===== src/imuoci_pkg.sv =====
`default_nettype none
package imuoci_pkg;

    // Parameter defaults
    localparam int CHANNELS_DEF       = 6;
    localparam int ACCEL_CHANNELS_DEF = 3;
    localparam int FRAC_BITS_DEF      = 16;
    localparam int COUNT_BITS_DEF     = 16;

    // Fixed field widths
    localparam int SAMPLE_W      = 16;
    localparam int SAMPLE_FIELDS = 6;
    localparam int VAL_W         = 48;
    localparam int CHAN_W        = 3;
    localparam int GAIN_W        = 24;
    localparam int DECAY_W       = 17;
    localparam int CALIB_W       = 16;
    localparam int CFG_W         = 24;
    localparam int CFG_IDX_W     = 3;
    localparam int SUM_W         = 32;

    // Shared multiplier: signed A times unsigned B, value split in two halves
    localparam int SPLIT   = VAL_W / 2;
    localparam int MUL_A_W = SPLIT + 1;
    localparam int MUL_B_W = GAIN_W;
    localparam int PROD_W  = MUL_A_W + MUL_B_W + 1;
    localparam int ACC_W   = 72;

    localparam logic [GAIN_W-1:0]  GAIN_RST  = GAIN_W'(65536);
    localparam logic [DECAY_W-1:0] DECAY_RST = DECAY_W'(65536);
    localparam logic [CALIB_W-1:0] CALIB_RST = CALIB_W'(64);

    typedef enum logic [1:0] {
        MODE_SAMPLE    = 2'd0,
        MODE_CLR_VEL   = 2'd1,
        MODE_CLR_DIST  = 2'd2,
        MODE_CAL_START = 2'd3
    } t_mode;

    typedef enum logic [CFG_IDX_W-1:0] {
        REG_ACCEL_GAIN    = 3'd0,
        REG_GYRO_GAIN     = 3'd1,
        REG_VEL_DECAY     = 3'd2,
        REG_DIST_DECAY    = 3'd3,
        REG_CALIB_SAMPLES = 3'd4
    } t_cfg_idx;

    typedef struct packed {
        t_mode                       mode;
        logic signed [SAMPLE_W-1:0]  sample_ax;
        logic signed [SAMPLE_W-1:0]  sample_ay;
        logic signed [SAMPLE_W-1:0]  sample_az;
        logic signed [SAMPLE_W-1:0]  sample_gx;
        logic signed [SAMPLE_W-1:0]  sample_gy;
        logic signed [SAMPLE_W-1:0]  sample_gz;
    } t_in;

    typedef struct packed {
        logic [CHAN_W-1:0]        channel;
        logic signed [VAL_W-1:0]  accel_value;
        logic signed [VAL_W-1:0]  vel_value;
        logic signed [VAL_W-1:0]  dist_value;
        logic                     last;
    } t_out;

    // Clamp a wide signed sum to the value range
    function automatic logic signed [VAL_W-1:0] sat_val(input logic signed [ACC_W-1:0] x);
        logic signed [VAL_W-1:0] r;
        if (x[ACC_W-1:VAL_W-1] == '0 || x[ACC_W-1:VAL_W-1] == '1) begin
            r = x[VAL_W-1:0];
        end else if (x[ACC_W-1]) begin
            r = {1'b1, {(VAL_W-1){1'b0}}};
        end else begin
            r = {1'b0, {(VAL_W-1){1'b1}}};
        end
        return r;
    endfunction

endpackage
`default_nettype wire


===== src/imuoci_div.sv =====
`default_nettype none
module imuoci_div #(
    parameter int COUNT_BITS = imuoci_pkg::COUNT_BITS_DEF
) (
    input  wire logic                          i_clk,
    input  wire logic                          i_rst_n,
    input  wire logic                          i_start,
    input  wire logic [imuoci_pkg::SUM_W-1:0]  i_dividend,
    input  wire logic [COUNT_BITS-1:0]         i_divisor,
    output logic                               o_busy,
    output logic                               o_done,
    output logic [imuoci_pkg::SUM_W-1:0]       o_quotient
);
    import imuoci_pkg::*;

    localparam int STEP_W = $clog2(SUM_W);

    logic                  r_busy;
    logic                  r_done;
    logic [STEP_W-1:0]     r_step;
    logic [SUM_W-1:0]      r_quo;
    logic [COUNT_BITS-1:0] r_rem;
    logic [COUNT_BITS-1:0] r_den;
    logic [COUNT_BITS:0]   rem_sh;
    logic [COUNT_BITS:0]   rem_sub;
    logic                  fits;

    // One restoring step per cycle, quotient bits shift in from the bottom
    assign rem_sh  = {r_rem, r_quo[SUM_W-1]};
    assign rem_sub = rem_sh - {1'b0, r_den};
    assign fits    = rem_sh >= {1'b0, r_den};

    always_ff @(posedge i_clk) begin
        if (!i_rst_n) begin
            r_busy <= 1'b0;
            r_done <= 1'b0;
            r_step <= '0;
        end else begin
            r_done <= !i_start && r_busy && (r_step == STEP_W'(SUM_W - 1));
            if (i_start) begin
                r_busy <= 1'b1;
                r_step <= '0;
            end else if (r_busy) begin
                r_step <= r_step + STEP_W'(1);
                if (r_step == STEP_W'(SUM_W - 1)) begin
                    r_busy <= 1'b0;
                end
            end
        end
    end

    always_ff @(posedge i_clk) begin
        if (i_start) begin
            r_quo <= i_dividend;
            r_rem <= '0;
            r_den <= i_divisor;
        end else if (r_busy) begin
            r_quo <= {r_quo[SUM_W-2:0], fits};
            r_rem <= fits ? rem_sub[COUNT_BITS-1:0] : rem_sh[COUNT_BITS-1:0];
        end
    end

    assign o_busy     = r_busy;
    assign o_done     = r_done;
    assign o_quotient = r_quo;

endmodule
`default_nettype wire


===== config.mk =====
export PLATFORM = sky130hd
export DESIGN_NAME = imuoci_div
export DESIGN_NICKNAME = d
export VERILOG_FILES = /design/src/imuoci_pkg.sv /design/src/imuoci_div.sv
export SDC_FILE = /design/constraint.sdc
export NUM_CORES = 1
export LEC_CHECK = 0
export BUFFER_PORTS_ARGS = -buffer_cell sky130_fd_sc_hd__buf_4
export CAP_MARGIN = 20
export CORE_MARGIN = 2
export CORE_UTILIZATION = 25
export CTS_BUF_LIST = sky130_fd_sc_hd__clkbuf_2
export CTS_CLUSTER_DIAMETER = 30
export CTS_CLUSTER_SIZE = 30
export DETAILED_ROUTE_END_ITERATION = 16
export HOLD_SLACK_MARGIN = 0.03
export PLACE_DENSITY = 0.51
export SYNTH_ARGS = -nofsm -noshare
export SYNTH_HDL_FRONTEND = slang
export SYNTH_SLANG_ARGS = --single-unit

===== constraint.sdc =====
create_clock -name i_clk -period 2.5 [get_ports i_clk]
set_clock_uncertainty 0.2 [all_clocks]
set_input_delay 0.25 -clock i_clk [delete_from_list [all_inputs] [get_ports i_clk]]
set_output_delay 0.25 -clock i_clk [all_outputs]
set_load 0.01 [all_outputs]

* Yosys cells after proc, flatten, opt, wreduce, memory -nomap -nowiden
Index checks and enable logic that the tools add are counted.
W data, S select, Z words.
** Storage, ports and cells
- Flip-flop bits (word level) :: 71
- Word-level logic and storage cells :: 22
- Input port bits :: 51
** Operators by class
- Add/sub/neg operators :: 2
- Bitwise logic cells :: 1
- Muxes and demuxes :: 6
- Order comparisons :: 1
- Reductions and logical operators :: 5
- Equal/unequal tests :: 1
** Operators by type and width (count)
- $mux W32 :: 2
- $ge A17 B16 Y1 :: 1
- $mux W16 :: 1
- $sub A16 B16 Y16 :: 1
- $add A5 B1 Y5 const B :: 1
- $eq A5 B5 Y1 const B :: 1
- $mux W1 :: 3
- $logic_and A1 B1 Y1 :: 2
- $reduce_bool A2 Y1 :: 1
- $reduce_or A2 Y1 :: 1
- $logic_not A1 Y1 :: 1
- $not A1 Y1 :: 1

* Longest topological paths before layout
Gate-level depths: netlist of run 1.
- Depth in word-level cells :: 4
- Depth in mapped cells :: 10
- Gate-level depth less buffers :: 10

* Worst setup path after synthesis of run 1
No wires, ideal clock.
- Path kind :: register to register
- Start point :: reg r_quo[31] (netlist: o_quotient[31])
- End point :: reg r_rem[12]
- Stages on the path, launching flop included :: 11
- Library setup time :: 0.120 ns
- Required time :: 2.180 ns
- Period minus slack after synthesis :: 2.496 ns
- Slack :: 0.004 ns
- Arrival :: 2.177 ns
- Path through :: edfxtp_1 -> inv_1 -> ha_1 -> fa_1 -> nor2b_4 -> o31ai_2 -> a21oi_2 -> a311o_1 -> a21oi_2 -> xnor2_1 -> a211o_1
** Between the ends
- Word-level cells in the longest chain between the ends :: 2
** RTL lines
- from (decl) :: line imuoci_div.sv:21 : logic [SUM_W-1:0] r_quo;
- from (signal assigned) :: line imuoci_div.sv:54 : r_quo <= i_dividend;
- from (signal assigned) :: line imuoci_div.sv:58 : r_quo <= {r_quo[SUM_W-2:0], fits};
- $sub A16 B16 Y16 / $ge A17 B16 Y1 (equally long branches) :: line imuoci_div.sv:30, imuoci_div.sv:31
- $mux W16 (*) :: line imuoci_div.sv:59 : r_rem <= fits ? rem_sub[COUNT_BITS-1:0] : rem_sh[COUNT_BITS-1:0];
- to (signal assigned) :: line imuoci_div.sv:59
- to (decl) :: line imuoci_div.sv:22 : logic [COUNT_BITS-1:0] r_rem;
Mark *: on every way between the ends. The rest lies on a longest branch, timed or not.
A chain may end at the register's enable or synchronous reset.

* Worst setup path in the final report of run 1
- Start point :: reg r_den[0]
- End point :: reg r_rem[14]
** Between the ends
- Word-level cells in the longest chain between the ends :: 2
** RTL lines
- from (decl) :: line imuoci_div.sv:23 : logic [COUNT_BITS-1:0] r_den;
- from (signal assigned) :: line imuoci_div.sv:56 : r_den <= i_divisor;
- $sub A16 B16 Y16 / $ge A17 B16 Y1 (equally long branches) :: line imuoci_div.sv:30, imuoci_div.sv:31
- $mux W16 (*) :: line imuoci_div.sv:59
Marks and branches as above.

==> results of run 1 <==
==> routing by layer <==
metal / up-vias / share of wire / global-route usage
li1: 1544 / - / -
met1: 1489 / 0.43 / 0.148
met2: 81 / 0.49 / 0.203
met3: 8 / 0.068 / 0.0573
met4: 0 / 0.010 / 0.0388
met5: - / 0 / 0
==> final timing paths <==
path / startpoint / end / cells past startpoint
setup / recovery: r_den[0]$_DFFE_PP_ / r_rem[14]$_SDFFE_PP0P_ / 9
hold / removal: i_divisor[2] / r_den[2]$_DFFE_PP_ / 2
setup reg to reg: r_den[0]$_DFFE_PP_ / r_rem[14]$_SDFFE_PP0P_ / 9
hold reg to reg: r_rem[15]$_SDFFE_PP0P_ / r_rem[15]$_SDFFE_PP0P_ / 2
==> flip-flops by register name, indices dropped and copies added (netlist names) <==
name        flops
o_busy          1
o_done          1
o_quotient     32
r_den          16
r_rem          16
r_step          5
==> what timing repair did <==
action | in CTS | in global routing
cloned | 0 | 1
setup endpoints to repair | 6 | 17
setup buffers | 1 | 4
pin swaps | 10 | 24
hold buffers | 50 | 0
resized for setup | 8 | 36
hold endpoints to repair | 86 | 0
==> worst max-delay path: stages, from the launching register on <==
cell and delay [ps]:
edfxtp_1 470, ha_4 190, fa_2 380, nor2b_4 160, o31ai_4 100, a21oi_4 200, a21oi_2 100, nor4b_2 250
o31ai_1 110, a221oi_1 230
==> power by group <==
part	leakage, nW	internal [mW]	switching (mW)
Combinational	1.61	0.588	0.474
Clock	0.106	0.544	0.434
Sequential	0.668	1.38	0.0661
Total	2.39	2.51	0.974
==> synthesized netlist by cell type (4+ instances only) <==
library cell,number,area [sq um]
a21o_1,4,30.0
a21oi_1,10,50.1
a311oi_1,9,78.8
clkbuf_1,10,37.5
dfxtp_1,23,460
edfxtp_1,48,1440
ha_1,18,225
inv_1,22,82.6
mux2_2,33,372
mux2i_1,4,40.0
nand2_1,26,97.6
nand2b_1,4,25.0
nand3_1,5,25.0
nor2_1,33,124
nor3_1,4,20.0
o21a_1,7,52.6
xnor2_1,10,87.6
==> kinds of logic after synthesis <==
logic type | count (synthesis) | synth area share
AND/OR/NAND/NOR | 92 | 0.119
flip-flops | 71 | 0.511
AO/OA/AOI/OAI | 61 | 0.123
multiplexers | 38 | 0.115
buffers and inverters | 35 | 0.0377
adder cells (fa/ha/maj) | 19 | 0.0660
XOR/XNOR | 12 | 0.0283
==> area by class of cell <==
class | count | area (sq um) | area share
multi-input cells | 222 | 1900 | 0.329
flip-flops and latches | 71 | 1900 | 0.329
repair buffers | 174 | 1480 | 0.256
well taps | 184 | 230 | 0.0398
clock inverters | 4 | 120 | 0.0208
inverters | 22 | 82.6 | 0.0143
clock buffers | 12 | 60.1 | 0.0104
==> out/results.ini, run 1 <==
[outcome]
status=completed

[sta]
hold_viol_final=0
min_period_ps=2490
grt_setup_unrepaired=yes
hold_ws_ps=195
maxSlewViolCount=0
setup_viol=0
tns_ps=0
max_slew_margin=0.720
fmax_mhz=402
setup_ws_ps=9.44
worst_pin_slew_ps=420
finalCritPeriodShare=0.996

[finish]
fillers=1463
final_nets=570
drive_gt1_frac=0.428
layout_common_cells=buf_4, dlygate4sd3_1, edfxtp_1
stdcell_count=689
stdcell_area_sq_um=5780
final_util=0.398
final_common_cell=buf_4
diodes=0
layout-area-overhead-vs-synth_pct=55.5

[worst_setup_path]
crit_type=reg2reg
required_ps=2760
crit_fanout=4
worstPathArrival_ps=2750
cp-end-kind=register
r2r_slack_ps=9
critPathLaunchType=register

[logic_synthesis]
synthCells=328
synth_edf_count=48
yosysSeqAreaShare=0.511
ys_async_sr_fraction=0
synth_fp_nets=398
syn-cell-area_sq_um=3720
yosys.cell_types.count=58
syn_avg_cell_area_sq_um=11.3
ys_ff_latch=71
synth_top_flop_cell=edfxtp_1
ys_warn_count=0

[cts]
cts_tree=done
cts_sinks=71
htreeDepth=3
insertion_delay_ps=560
root_buffer=clkbuf_2
clkTransAtPathRegs_ps=210
clock_tree.buffer_depth=2
cts_buffers=9

[route]
vias_per_cell=4.53
via_count=3122
drt_iter0_markers=120
wl_um=9890
final_antenna_net_count=0
drt_first_pass_iters=4
avgRoutedWirePerCell_um=14.3
drc=0

[global_routing]
gr-total-overflow=0
globalRouteTotalUtil=0.125
grt_pass1_vias=3239
grt_first_pass_wirelength_um=15900
grt_max_degree=68
antenna_found_initial=0

[power_and_ir_drop]
p_per_area_nw_per_um2=603
peakVddDrop_mv=0.346
power_mw=3.48
leakage_nw=2.39

[placed_design]
gp_congestion=0.813
dpl.cell_count=617
dp_hpwl_um=6500
numPortBuffers=84
pre_cts_slack_ps=-49.9
place_area_sq_um=4800

[die]
start_util=0.256
die_y_um=126
core-area_sq_um=14500
pin_count=85
die_w_um=126
rows=44
fp.dieArea_sq_um=15900

[min_path]
holdCritPathClass=in2reg

[flow_run]
max_cap_viol_count=0

No activity file was read; power rests on OpenSTA's default activity.
==> run 2, diff against run 1 <==
==> constraint.sdc (replaced) <==
create_clock -name i_clk -period 2.1 [get_ports i_clk]
set_clock_uncertainty 0.2 [all_clocks]
set_input_delay 0.21 -clock i_clk [delete_from_list [all_inputs] [get_ports i_clk]]
set_output_delay 0.21 -clock i_clk [all_outputs]
set_load 0.01 [all_outputs]
==> run 2 against run 1 <==
The flow now finishes with violations (setup timing). Hold slack worse by 43 ps. Core utilization up 1.4 points. Cell count up 5.1%. Power up 10%. Global-route usage up 0.65 points. Die area unchanged. Non-clock buffer count up 33. Routed wire length up 1.5%. Final area up 3.6%. Largest cell class unchanged. Highest routed layer unchanged.
==> out/results.ini, run 2 (synthesis results as in run 1) <==
[outcome]
status=finished with violations
violations=setup timing

[cts]
clock_tree.buffer_depth=2  ; unchanged
cts_buffers=9  ; unchanged
htreeDepth=3  ; unchanged
cts_sinks=71  ; unchanged
root_buffer=clkbuf_2
cts_tree=done
insertion_delay_ps=560  ; about the same
clkTransAtPathRegs_ps=250  ; +40 ps

[worst_setup_path]
startpoint=r_den[6]$_DFFE_PP_
endpoint=r_rem[15]$_SDFFE_PP0P_
critPathLaunchType=register
required_ps=2410  ; -350 ps
worstPathArrival_ps=2750  ; about the same
reg2reg_depth=9  ; unchanged
r2r_slack_ps=-340  ; -350 ps
crit_type=reg2reg
r2r_start=r_den[6]$_DFFE_PP_
crit_fanout=3  ; -1
cp-end-kind=register
r2r-end=r_rem[15]$_SDFFE_PP0P_

[finish]
final_nets=605  ; +6.1%
drive_gt1_frac=0.469  ; +0.0408
diodes=0  ; unchanged
final_common_cell=buf_4
largest_register_ffs=32  ; unchanged
layout-area-overhead-vs-synth_pct=61.1
final_util=0.412  ; +0.0144
layout_common_cells=buf_4, dlygate4sd3_1, edfxtp_1

[sta]
grt_setup_unrepaired=yes
worst_pin_slew_ps=431  ; +11.0 ps
maxSlewViolCount=0  ; unchanged
max_slew_margin=0.712  ; -0.00731
hold_viol_final=0  ; unchanged
finalCritPeriodShare=1.16  ; +0.165
setup_viol=17  ; +17
min_period_ps=2440  ; -51.3 ps
setup_ws_ps=-339  ; -349 ps
fmax_mhz=410  ; +2.1%
hold_ws_ps=151  ; -43.2 ps

[placed_design]
dp_hpwl_um=6550  ; +0.91%
gp_congestion=0.774  ; -4.8%
numPortBuffers=84  ; unchanged

[route]
wl_um=10000  ; +1.5%
avgRoutedWirePerCell_um=13.9  ; -3.4%
vias_per_cell=4.43  ; -2.2%
wl_met2_um=4800  ; -0.50%
wl_met1_um=4510  ; +5.0%
drt_first_pass_iters=4  ; unchanged
met3_length_um=610  ; -8.8%
final_antenna_net_count=0  ; unchanged
drc=0  ; unchanged
drt_iter0_markers=63  ; -48%
top_layer=met4
via_count=3210  ; +2.8%

[die]
fp.dieArea_sq_um=15900  ; unchanged
die_w_um=126  ; unchanged
die_y_um=126  ; unchanged
pin_count=85  ; unchanged
start_util=0.256  ; unchanged
rows=44  ; unchanged
core-area_sq_um=14500  ; unchanged

[power_and_ir_drop]
power_frac_comb=0.359  ; +0.054
switching_share=0.325  ; +0.0458
p_per_area_nw_per_um2=641  ; +6.4%
p_sw_mw=1.25  ; +28%
seqPwrFrac=0.447  ; +0.033
power.internal_mw=2.59  ; +3.2%
leakage_nw=2.53  ; +6.0%
clockPowerShare=0.195  ; -0.086
peakVddDrop_mv=0.396  ; +14%

[global_routing]
gr-total-overflow=0  ; unchanged
grt_pass1_vias=3498  ; +8.0%
grt_first_pass_wirelength_um=16900  ; +6.3%
antenna_found_initial=0  ; unchanged
grt_max_degree=62  ; -8.8%
globalRouteTotalUtil=0.132  ; +0.00654

[flow_run]
max_cap_viol_count=0  ; unchanged

[min_path]
holdCritPathClass=in2reg
holdPathStages=2  ; unchanged

run 2: worst min-delay path by stage:
stage	start	to	slack, ps
after CTS	i_divisor[11]	r_den[11]$_DFFE_PP_	110
after global routing	i_divisor[12]	r_den[12]$_DFFE_PP_	90
final	i_divisor[12]	r_den[12]$_DFFE_PP_	150
after global placement	i_divisor[14]	r_den[14]$_DFFE_PP_	190
after floorplan	i_divisor[0]	r_den[0]$_DFFE_PP_	110
after detailed placement	i_divisor[7]	r_den[7]$_DFFE_PP_	190
run 2: layer usage:
metal | vias up | GRT usage
met5 | - | 0
met4 | 0 | 0.0388
met1 | 1501 | 0.156
met2 | 78 | 0.225
met3 | 8 | 0.0463
li1 | 1623 | -
run 2: area by class of cell:
cell class / instances / area [sq um]
fill: 1440 / 8540
multi-input combinational: 224 / 1950
sequential: 71 / 1900
timing repair buffer: 207 / 1720
tap: 184 / 230
inverter: 22 / 86.3
clock inverter: 7 / 55.1
clock buffer: 9 / 45.0
run 2: critical path: stages (launching register included):
cell and delay [ps]:
edfxtp_1 390, inv_2 50, ha_4 270, nand4_1 180
o21bai_1 240, a21oi_4 230, o21bai_4 110, o31ai_2 240
mux2_4 320, a32oi_1 180
run 2: stage by stage:
stage / setup WS [ps] / total power, mW / TNS, ps / cells / cell area [sq um]
after floorplan: -308 / 2.37 / -2030 / 328 / 3810
after global placement: -360 / 2.86 / -4980 / 645 / 5080
after detailed placement: -417 / 2.86 / -5530 / 645 / 5080
after CTS: -345 / 3.85 / -4600 / 723 / 5930
after global routing: -477 / 4.07 / -6980 / 724 / 5990
final: -339 / 3.84 / -4670 / 724 / 5990
run 2: power groups by stage:
stage | Combinational (mW) | Clock, mW | Sequential, mW
CTS | 1.35 | 0.788 | 1.71
floorplan | 0.608 | 0 | 1.76
finish | 1.38 | 0.747 | 1.72
global route | 1.50 | 0.835 | 1.73
detailed placement | 1.13 | 0 | 1.74
global placement | 1.12 | 0 | 1.74
run 2: what timing repair did:
action	CTS	global route
pin swaps	23	2
hold buffers	51	0
endpoints found under the setup margin	17	18
gates cloned	2	0
endpoints found under the hold margin	85	0
gates resized for setup	28	9
setup buffers	9	1
